File: src/lesp_pkg.sv
package lesp_pkg;

   // Configuration register indexes
   localparam logic [2:0] CSR_SIGMA_GAIN    = 3'd0;
   localparam logic [2:0] CSR_RHO_GAIN      = 3'd1;
   localparam logic [2:0] CSR_BETA_GAIN     = 3'd2;
   localparam logic [2:0] CSR_TIME_STEP     = 3'd3;
   localparam logic [2:0] CSR_SCREEN_WIDTH  = 3'd4;
   localparam logic [2:0] CSR_SCREEN_HEIGHT = 3'd5;
   localparam logic [2:0] CSR_PLOT_SCALE    = 3'd6;

   // Register reset values
   localparam logic [30:0] SIGMA_RESET  = 31'd655360;
   localparam logic [30:0] RHO_RESET    = 31'd1835008;
   localparam logic [30:0] BETA_RESET   = 31'd174763;
   localparam logic [16:0] DT_RESET     = 17'd655;
   localparam logic [12:0] WIDTH_RESET  = 13'd1920;
   localparam logic [12:0] HEIGHT_RESET = 13'd1080;
   localparam logic [23:0] SCALE_RESET  = 24'd675021;

   // Input item kinds
   localparam logic OP_STEP = 1'b0;
   localparam logic OP_LOAD = 1'b1;

   // Width of the product and of all intermediate sums
   localparam int WIDE = 66;

   typedef enum logic [2:0] {
      ST_IDLE,
      ST_OPS,
      ST_MUL,
      ST_UPDATE,
      ST_FINISH
   } state_type;

   // Multiplication steps, in the order the sequencer runs them
   typedef enum logic [3:0] {
      SP_SIGMA_DIFF,
      SP_DX,
      SP_RHO,
      SP_DY,
      SP_XY,
      SP_BETA,
      SP_DZ,
      SP_PIX_COL,
      SP_PIX_ROW
   } step_type;

   typedef struct packed {
      logic req_ready;
      logic ops_load;
      logic mul_en;
      logic upd_en;
      logic finish_en;
   } ctrl_type;

   typedef struct packed {
      logic        valid;
      logic [11:0] pix;
   } pixel_type;

   function automatic logic signed [31:0] sat32(input logic signed [WIDE-1:0] v);
      logic signed [31:0] r;
      if (v > 66'sd2147483647) begin
         r = 32'sh7FFFFFFF;
      end else if (v < -66'sd2147483648) begin
         r = 32'sh80000000;
      end else begin
         r = v[31:0];
      end
      return r;
   endfunction

endpackage

File: src/lorenz_euler_step_plotter.sv
// Channel  | Direction | Payload
// req_     | in        | tuser: operation, trajectory; tdata: load_x, load_y, load_z
// rsp_     | out       | tuser: out_trajectory, pixel_valid; tdata: new_x .. pixel_row
// csr_     | in        | write enable, register index, write data
//
// One shared 33 x 33 signed multiplier forms each product through an operand
// load and a product register. A step item takes nine products, an update state
// and a finish state; a load item takes two pixel products. A new item is taken
// only once the previous result is in the output register.
// Reset is synchronous and restores registers and trajectory state. A stalled
// result waits in the output register and holds the next item in its finish state.
module lorenz_euler_step_plotter #(
   parameter int FRAC_BITS        = 16,
   parameter int TRAJECTORY_COUNT = 2
) (
   input  logic         clock,
   input  logic         reset,

   input  logic         req_tvalid,
   output logic         req_tready,
   input  logic [95:0]  req_tdata,   // load_x, load_y, load_z
   input  logic [1:0]   req_tuser,   // operation, trajectory

   output logic         rsp_tvalid,
   input  logic         rsp_tready,
   output logic [119:0] rsp_tdata,   // new_x, new_y, new_z, pixel_col, pixel_row
   output logic [1:0]   rsp_tuser,   // out_trajectory, pixel_valid

   input  logic         csr_we,
   input  logic [2:0]   csr_index,
   input  logic [30:0]  csr_wdata
);

   localparam int IDX_W = (TRAJECTORY_COUNT > 1) ? $clog2(TRAJECTORY_COUNT) : 1;
   localparam int W     = lesp_pkg::WIDE;

   // Configuration registers
   logic [30:0] sigma_ff, rho_ff, beta_ff;
   logic [16:0] dt_ff;
   logic [12:0] width_ff, height_ff;
   logic [23:0] scale_ff;

   // Trajectory state
   logic signed [31:0] pos_x_ff [TRAJECTORY_COUNT];
   logic signed [31:0] pos_y_ff [TRAJECTORY_COUNT];
   logic signed [31:0] pos_z_ff [TRAJECTORY_COUNT];

   lesp_pkg::state_type state_ff, state_in;
   lesp_pkg::step_type  step_ff, step_in;
   lesp_pkg::ctrl_type  ctrl;

   logic [IDX_W-1:0]   idx_ff, req_idx;
   logic               traj_ff, req_traj;
   logic signed [31:0] x_ff, y_ff, z_ff;
   logic signed [31:0] nx_ff, ny_ff, nz_ff;
   logic signed [31:0] dx_ff, dy_ff, a_ff;
   logic signed [32:0] opa_ff, opa_in, opb_ff, opb_in;
   logic signed [W-1:0] prod_ff, mul_res;
   logic signed [31:0] fx_res;
   lesp_pkg::pixel_type col_ff, col_res, row_res;

   logic         out_free;
   logic         accept;
   logic         rsp_tvalid_ff, rsp_tvalid_in;
   logic [119:0] rsp_tdata_ff;
   logic [1:0]   rsp_tuser_ff;

   function automatic logic signed [W-1:0] ext32(input logic signed [31:0] v);
      return W'(v);
   endfunction

   // Clamp to plus or minus size in fixed point, then saturate.
   function automatic logic signed [31:0] clamp_sym(input logic signed [W-1:0] v,
                                                    input logic [12:0] size);
      logic signed [W-1:0] bound;
      logic signed [W-1:0] r;
      bound = $signed({{(W-13){1'b0}}, size}) <<< FRAC_BITS;
      r = v;
      if (r > bound) r = bound;
      if (r < -bound) r = -bound;
      return lesp_pkg::sat32(r);
   endfunction

   // Pixel from the product coordinate times scale.
   function automatic lesp_pkg::pixel_type to_pixel(input logic signed [W-1:0] prod,
                                                    input logic [12:0] size);
      logic signed [W-1:0] p;
      logic signed [W-1:0] bound;
      lesp_pkg::pixel_type r;
      bound   = $signed({{(W-13){1'b0}}, size}) <<< FRAC_BITS;
      p       = (prod >>> FRAC_BITS) + ($signed({{(W-13){1'b0}}, size}) <<< (FRAC_BITS - 1));
      r.valid = (p >= 0) && (p < bound);
      r.pix   = r.valid ? p[FRAC_BITS +: 12] : 12'd0;
      return r;
   endfunction

   assign accept   = req_tvalid && ctrl.req_ready;
   assign out_free = !rsp_tvalid_ff || rsp_tready;
   assign mul_res  = opa_ff * opb_ff;
   assign fx_res   = lesp_pkg::sat32(prod_ff >>> FRAC_BITS);
   assign col_res  = to_pixel(prod_ff, width_ff);
   assign row_res  = to_pixel(prod_ff, height_ff);

   always_comb begin
      req_traj = (TRAJECTORY_COUNT > 1) ? req_tuser[1] : 1'b0;
      req_idx  = IDX_W'(req_traj);
   end

   // Configuration writes
   always_ff @(posedge clock) begin
      if (reset) begin
         sigma_ff  <= lesp_pkg::SIGMA_RESET;
         rho_ff    <= lesp_pkg::RHO_RESET;
         beta_ff   <= lesp_pkg::BETA_RESET;
         dt_ff     <= lesp_pkg::DT_RESET;
         width_ff  <= lesp_pkg::WIDTH_RESET;
         height_ff <= lesp_pkg::HEIGHT_RESET;
         scale_ff  <= lesp_pkg::SCALE_RESET;
      end else if (csr_we) begin
         case (csr_index)
            lesp_pkg::CSR_SIGMA_GAIN:    sigma_ff  <= csr_wdata;
            lesp_pkg::CSR_RHO_GAIN:      rho_ff    <= csr_wdata;
            lesp_pkg::CSR_BETA_GAIN:     beta_ff   <= csr_wdata;
            lesp_pkg::CSR_TIME_STEP:     dt_ff     <= csr_wdata[16:0];
            lesp_pkg::CSR_SCREEN_WIDTH:  width_ff  <= csr_wdata[12:0];
            lesp_pkg::CSR_SCREEN_HEIGHT: height_ff <= csr_wdata[12:0];
            lesp_pkg::CSR_PLOT_SCALE:    scale_ff  <= csr_wdata[23:0];
            default: ;
         endcase
      end
   end

   // Trajectory state, written once per item when the result is issued
   for (genvar g = 0; g < TRAJECTORY_COUNT; g++) begin : g_traj
      localparam logic signed [31:0] RST_X =
         32'((((64'(g) + 64'd1) << FRAC_BITS) + 64'd5) / 64'd10);
      always_ff @(posedge clock) begin
         if (reset) begin
            pos_x_ff[g] <= RST_X;
            pos_y_ff[g] <= '0;
            pos_z_ff[g] <= '0;
         end else if (ctrl.finish_en && idx_ff == IDX_W'(g)) begin
            pos_x_ff[g] <= nx_ff;
            pos_y_ff[g] <= ny_ff;
            pos_z_ff[g] <= nz_ff;
         end
      end
   end

   // Sequencer: next state
   always_comb begin
      state_in = state_ff;
      step_in  = step_ff;
      case (state_ff)
         lesp_pkg::ST_IDLE: begin
            if (req_tvalid) begin
               state_in = lesp_pkg::ST_OPS;
               step_in  = (req_tuser[0] == lesp_pkg::OP_LOAD) ?
                          lesp_pkg::SP_PIX_COL : lesp_pkg::SP_SIGMA_DIFF;
            end
         end
         lesp_pkg::ST_OPS: state_in = lesp_pkg::ST_MUL;
         lesp_pkg::ST_MUL: begin
            case (step_ff)
               lesp_pkg::SP_SIGMA_DIFF: begin
                  step_in = lesp_pkg::SP_DX;   state_in = lesp_pkg::ST_OPS;
               end
               lesp_pkg::SP_DX: begin
                  step_in = lesp_pkg::SP_RHO;  state_in = lesp_pkg::ST_OPS;
               end
               lesp_pkg::SP_RHO: begin
                  step_in = lesp_pkg::SP_DY;   state_in = lesp_pkg::ST_OPS;
               end
               lesp_pkg::SP_DY: begin
                  step_in = lesp_pkg::SP_XY;   state_in = lesp_pkg::ST_OPS;
               end
               lesp_pkg::SP_XY: begin
                  step_in = lesp_pkg::SP_BETA; state_in = lesp_pkg::ST_OPS;
               end
               lesp_pkg::SP_BETA: begin
                  step_in = lesp_pkg::SP_DZ;   state_in = lesp_pkg::ST_OPS;
               end
               lesp_pkg::SP_DZ: state_in = lesp_pkg::ST_UPDATE;
               lesp_pkg::SP_PIX_COL: begin
                  step_in = lesp_pkg::SP_PIX_ROW; state_in = lesp_pkg::ST_OPS;
               end
               default: state_in = lesp_pkg::ST_FINISH;
            endcase
         end
         lesp_pkg::ST_UPDATE: begin
            step_in  = lesp_pkg::SP_PIX_COL;
            state_in = lesp_pkg::ST_OPS;
         end
         lesp_pkg::ST_FINISH: begin
            if (out_free) state_in = lesp_pkg::ST_IDLE;
         end
         default: state_in = lesp_pkg::ST_IDLE;
      endcase
   end

   // Sequencer: control outputs
   always_comb begin
      ctrl           = '0;
      ctrl.req_ready = (state_ff == lesp_pkg::ST_IDLE);
      ctrl.ops_load  = (state_ff == lesp_pkg::ST_OPS);
      ctrl.mul_en    = (state_ff == lesp_pkg::ST_MUL);
      ctrl.upd_en    = (state_ff == lesp_pkg::ST_UPDATE);
      ctrl.finish_en = (state_ff == lesp_pkg::ST_FINISH) && out_free;
   end

   always_ff @(posedge clock) begin
      if (reset) begin
         state_ff <= lesp_pkg::ST_IDLE;
         step_ff  <= lesp_pkg::SP_SIGMA_DIFF;
      end else begin
         state_ff <= state_in;
         step_ff  <= step_in;
      end
   end

   // Operand selection for the shared multiplier
   always_comb begin
      opa_in = opa_ff;
      opb_in = opb_ff;
      case (step_ff)
         lesp_pkg::SP_SIGMA_DIFF: begin
            opa_in = $signed({2'b00, sigma_ff});
            opb_in = 33'(lesp_pkg::sat32(ext32(y_ff) - ext32(x_ff)));
         end
         lesp_pkg::SP_DX: begin
            opa_in = 33'(fx_res);
            opb_in = $signed({16'd0, dt_ff});
         end
         lesp_pkg::SP_RHO: begin
            opa_in = 33'(x_ff);
            opb_in = 33'(lesp_pkg::sat32($signed({{(W-31){1'b0}}, rho_ff}) - ext32(z_ff)));
         end
         lesp_pkg::SP_DY: begin
            opa_in = 33'(lesp_pkg::sat32(ext32(fx_res) - ext32(y_ff)));
            opb_in = $signed({16'd0, dt_ff});
         end
         lesp_pkg::SP_XY: begin
            opa_in = 33'(x_ff);
            opb_in = 33'(y_ff);
         end
         lesp_pkg::SP_BETA: begin
            opa_in = $signed({2'b00, beta_ff});
            opb_in = 33'(z_ff);
         end
         lesp_pkg::SP_DZ: begin
            opa_in = 33'(lesp_pkg::sat32(ext32(a_ff) - ext32(fx_res)));
            opb_in = $signed({16'd0, dt_ff});
         end
         lesp_pkg::SP_PIX_COL: begin
            opa_in = 33'(nx_ff);
            opb_in = $signed({9'd0, scale_ff});
         end
         lesp_pkg::SP_PIX_ROW: begin
            opa_in = 33'(ny_ff);
            opb_in = $signed({9'd0, scale_ff});
         end
         default: ;
      endcase
   end

   // Datapath registers
   always_ff @(posedge clock) begin
      if (accept) begin
         idx_ff  <= req_idx;
         traj_ff <= req_traj;
         x_ff    <= pos_x_ff[req_idx];
         y_ff    <= pos_y_ff[req_idx];
         z_ff    <= pos_z_ff[req_idx];
         if (req_tuser[0] == lesp_pkg::OP_LOAD) begin
            nx_ff <= req_tdata[31:0];
            ny_ff <= req_tdata[63:32];
            nz_ff <= req_tdata[95:64];
         end
      end
      if (ctrl.ops_load) begin
         opa_ff <= opa_in;
         opb_ff <= opb_in;
         // Results of the previous multiplication that later steps need
         case (step_ff)
            lesp_pkg::SP_RHO:     dx_ff  <= fx_res;
            lesp_pkg::SP_XY:      dy_ff  <= fx_res;
            lesp_pkg::SP_BETA:    a_ff   <= fx_res;
            lesp_pkg::SP_PIX_ROW: col_ff <= col_res;
            default: ;
         endcase
      end
      if (ctrl.mul_en) begin
         prod_ff <= mul_res;
      end
      if (ctrl.upd_en) begin
         nx_ff <= clamp_sym(ext32(x_ff) + ext32(dx_ff), width_ff);
         ny_ff <= clamp_sym(ext32(y_ff) + ext32(dy_ff), height_ff);
         nz_ff <= lesp_pkg::sat32(ext32(z_ff) + ext32(fx_res));
      end
   end

   // Output register
   always_comb begin
      rsp_tvalid_in = rsp_tvalid_ff;
      if (ctrl.finish_en) begin
         rsp_tvalid_in = 1'b1;
      end else if (rsp_tready) begin
         rsp_tvalid_in = 1'b0;
      end
   end

   always_ff @(posedge clock) begin
      if (reset) begin
         rsp_tvalid_ff <= 1'b0;
      end else begin
         rsp_tvalid_ff <= rsp_tvalid_in;
      end
   end

   always_ff @(posedge clock) begin
      if (ctrl.finish_en) begin
         if (col_ff.valid && row_res.valid) begin
            rsp_tdata_ff <= {row_res.pix, col_ff.pix, nz_ff, ny_ff, nx_ff};
            rsp_tuser_ff <= {1'b1, traj_ff};
         end else begin
            rsp_tdata_ff <= {24'd0, nz_ff, ny_ff, nx_ff};
            rsp_tuser_ff <= {1'b0, traj_ff};
         end
      end
   end

   assign req_tready = ctrl.req_ready;
   assign rsp_tvalid = rsp_tvalid_ff;
   assign rsp_tdata  = rsp_tdata_ff;
   assign rsp_tuser  = rsp_tuser_ff;

   // An off-screen point reports a zero pixel position.
   assert property (@(posedge clock) disable iff (reset)
      rsp_tvalid && !rsp_tuser[1] |-> rsp_tdata[119:96] == 24'd0)
      else $error("off-screen result carries a nonzero pixel");

   // The state of trajectory 0 only changes when a result is issued.
   assert property (@(posedge clock) disable iff (reset)
      (state_ff != lesp_pkg::ST_FINISH) |=>
         $stable(pos_x_ff[0]) && $stable(pos_y_ff[0]) && $stable(pos_z_ff[0]))
      else $error("trajectory state changed outside result issue");

   // A new result only appears out of the finishing state.
   assert property (@(posedge clock) disable iff (reset)
      $rose(rsp_tvalid) |-> $past(state_ff == lesp_pkg::ST_FINISH))
      else $error("result raised without a finished item");

   // No item is taken while the sequencer is busy.
   assert property (@(posedge clock) disable iff (reset)
      (state_ff == lesp_pkg::ST_MUL || state_ff == lesp_pkg::ST_UPDATE) |-> !req_tready)
      else $error("input ready while sequencer busy");

endmodule

File: config.mk
export PLATFORM = sky130hd
export DESIGN_NAME = lorenz_euler_step_plotter
export DESIGN_NICKNAME = d
export VERILOG_FILES = /design/src/lesp_pkg.sv /design/src/lorenz_euler_step_plotter.sv
export SDC_FILE = /design/constraint.sdc
export NUM_CORES = 2
export LEC_CHECK = 0
export BUFFER_PORTS_ARGS = -buffer_cell sky130_fd_sc_hd__buf_4
export CAP_MARGIN = 20
export CORE_ASPECT_RATIO = 0.9
export CORE_MARGIN = 3
export CORE_UTILIZATION = 35
export CTS_CLUSTER_SIZE = 14
export DETAILED_ROUTE_END_ITERATION = 12
export PLACE_DENSITY = 0.5
export SYNTH_ARGS = -nofsm -noshare
export SYNTH_HDL_FRONTEND = slang
export SYNTH_SLANG_ARGS = --single-unit
export TNS_END_PERCENT = 30
File: constraint.sdc
create_clock -name clock -period 20.8 [get_ports clock]
set_clock_uncertainty 0.1 [all_clocks]
set_input_delay 4.16 -clock clock [delete_from_list [all_inputs] [get_ports clock]]
set_output_delay 4.16 -clock clock [all_outputs]
set_load 0.01 [all_outputs]
==> results.json <==
{
  "critPathMaxFanout": 24,
  "dieArea_um2": 261000,
  "antenna_found_initial": 77,
  "finalSetupViolCount": 0,
  "synth_xor_area_frac": 0.0277,
  "final_cells": 12700,
  "grt_use_total": 0.273,
  "ys_ff_latch": 898,
  "syn_to_final_growth_pct": 10.9,
  "dieWidth_um": 538,
  "setup-tns-final_ns": 0,
  "start_util": 0.352,
  "cts-root-buf": "clkbuf_16",
  "syn_area_um2": 89100,
  "cpMaxStageDelayCell": "o31ai_4",
  "synth_top_family_by_area": "adder cells",
  "cpPeakStageDelay_ns": 0.90,
  "routed_wl_um": 357000,
  "avgRoutedWirePerCell_um": 28.1,
  "fp-row-count": 175,
  "cts_tree": "yes",
  "grt_max_degree": 134,
  "cp.arrival_ns": 11.04,
  "cp.required_ns": 21.24,
  "synth_top_cell_area_share": 0.254,
  "core_um2": 253000,
  "ant_nets": 0,
  "synth_mux_area_frac": 0.0162,
  "maxSlewHeadroom": 0.160,
  "synth_most_common_cell": "nand2_1",
  "grt_overflow": 0,
  "avgSynthCellArea_um2": 9.76,
  "drt_iter0_drc": 7704,
  "viasPerCell": 5.53,
  "first_pass_iters": 10,
  "cts_sinks": 898,
  "place.port_buffers": 260,
  "synth_top_flop_cell": "edfxtp_1",
  "cp-start-kind": "register",
  "hp-class": "reg -> reg",
  "rsz0062_at_grt": "no",
  "gp_congestion": 0.959,
  "synth_edf_count": 730,
  "cts-hold-fix-buffers": 0,
  "synth-compound-area-share": 0.113,
  "drc": 0,
  "io_pins": 261,
  "syn-num-nets": 11000,
  "max_freq_ghz": 0.0944,
  "htreeDepth": 3,
  "clockBufferDepth": 3,
  "rrSetupSlack_ns": 10.20,
  "critPathKind": "reg -> reg",
  "cts-resized-gates": 0,
  "clkTransAtPathRegs_ns": 0.07,
  "endpoint_kind": "register",
  "vias": 70300,
  "yosys.area_share.simple": 0.150,
  "dp_hpwl_um": 278000,
  "outcome": "finished, final reports clean",
  "placed_cells": 12500,
  "cts_buffers": 100,
  "clkLatencyLatePin_ns": 0.79,
  "die_height_um": 485,
  "ys_types": 100,
  "nets": 11100,
  "yosys_warnings": 0,
  "grt_first_pass_wirelength_um": 517000,
  "tightest_slew_ns": 1.26,
  "fin_crit_ns": 10.60,
  "hold_viol_final": 0,
  "syn_inst": 9130,
  "yosysTopAreaCell": "fa_1",
  "synth_area_leaders": "fa_1 25%, edfxtp_1 25%, ha_1 8.0%",
  "postCtsSetupRepairBufs": 0,
  "layout-drive-gt1-share": 0.0858,
  "slew_violations": 0,
  "synthAdderAreaFrac": 0.336,
  "synthTopCellsByCount": "1412 x nand2_1, 1286 x inv_1, 1131 x fa_1",
  "drv_cap": 0,
  "grt_pass1_vias": 70900,
  "seq_area_frac_synth": 0.284,
  "finalCritPeriodShare": 0.510,
  "synthArstFlopShare": 0
}
==> flip-flops by register name, summed over array words and instances (netlist names), 24 cells and up <==
| register | count |
|---|---|
| rsp_tdata | 120 |
| opb_ff | 32 |
| pos_z_ff | 64 |
| nx_ff | 32 |
| pos_y_ff | 64 |
| prod_ff | 50 |
| ny_ff | 32 |
| beta_ff | 31 |
| sigma_ff | 31 |
| dx_ff | 32 |
| a_ff | 32 |
| nz_ff | 32 |
| z_ff | 32 |
| opa_ff | 32 |
| pos_x_ff | 64 |
| rho_ff | 31 |
| y_ff | 32 |
| scale_ff | 24 |
| x_ff | 32 |
| dy_ff | 32 |
==> layer usage <==
layer / routed length [um] / up-vias / track usage
met5: 121 / - / 0
met4: 10100 / 18 / 0.0723
met3: 29000 / 464 / 0.0529
met2: 155000 / 2984 / 0.405
met1: 163000 / 36300 / 0.404
li1: - / 30600 / -
==> final timing paths <==
check                                     to  cells past startpoint          from
worst max-delay path               ny_ff[14]                     32       y_ff[1]
worst min register to register  sigma_ff[21]                      2  sigma_ff[21]
worst max register to register     ny_ff[14]                     32       y_ff[1]
worst min-delay path            sigma_ff[21]                      2  sigma_ff[21]
==> critical path: cells and delay by family (launching register included) <==
| family | cells | cell delay (ns) |
|---|---|---|
| flops | 1 | 0.60 |
| simple gates | 12 | 2.94 |
| compound gates | 12 | 3.95 |
| buf+inv | 2 | 0.50 |
| fa+ha+maj | 3 | 1.14 |
| mux | 2 | 0.96 |
| xor+xnor | 1 | 0.17 |
==> cell usage in the layout, fill, tap and decap left out, types with 28 or more instances in the layout <==
| cell | count |
|---|---|
| a211o_1 | 28 |
| a211oi_1 | 65 |
| a21o_1 | 158 |
| a21oi_1 | 482 |
| a221oi_1 | 35 |
| a222oi_1 | 58 |
| a31oi_1 | 43 |
| and2_1 | 483 |
| and3_1 | 46 |
| buf_4 | 432 |
| clkbuf_16 | 102 |
| dfxtp_1 | 168 |
| diode_2 | 29 |
| edfxtp_1 | 730 |
| fa_1 | 1130 |
| ha_1 | 572 |
| inv_1 | 1285 |
| mux2_2 | 114 |
| nand2_1 | 1408 |
| nand2b_1 | 80 |
| nand3_1 | 146 |
| nand4_1 | 57 |
| nor2_1 | 342 |
| nor2b_1 | 61 |
| nor3_1 | 85 |
| o211ai_1 | 80 |
| o21a_1 | 67 |
| o21ai_0 | 218 |
| o21bai_1 | 29 |
| xnor2_1 | 191 |
| xor2_1 | 90 |
==> kinds of logic (layout without fill, tap and decap cells) <==
logic type	after synthesis	count (layout)
simple gates	2867	2867
buf+inv	1719	1917
fa+ha+maj	1715	1715
compound gates	1519	1519
flops	898	898
xor+xnor	282	282
mux	130	130
other cells	0	29
==> stage by stage <==
step           instance area (um2)   util  setup slack [ns]  hold WS (ns)
3_3_place_gp                 95200  0.376             10.81         0.341
4_1_cts                      98700  0.390             10.55         0.354
5_1_grt                      98800  0.391              9.63         0.367
6_report                     98800  0.391             10.20         0.355
2_1_floorplan                89100      -              6.92         0.332
3_5_place_dp                 95200  0.376             10.69         0.346
==> layout make-up <==
type / count / area, um2
fill: 25200 / 154000
multi-input combinational: 6513 / 57600
sequential: 898 / 25300
inverter: 1288 / 4830
tap: 3363 / 4210
timing repair buffer: 439 / 3350
clock buffer: 124 / 2700
clock inverter: 66 / 802
antenna: 29 / 72.6
Power is left out: the tool's default activity adds up to more than one toggle a clock period on the data nets, which glitch-free logic cannot reach.
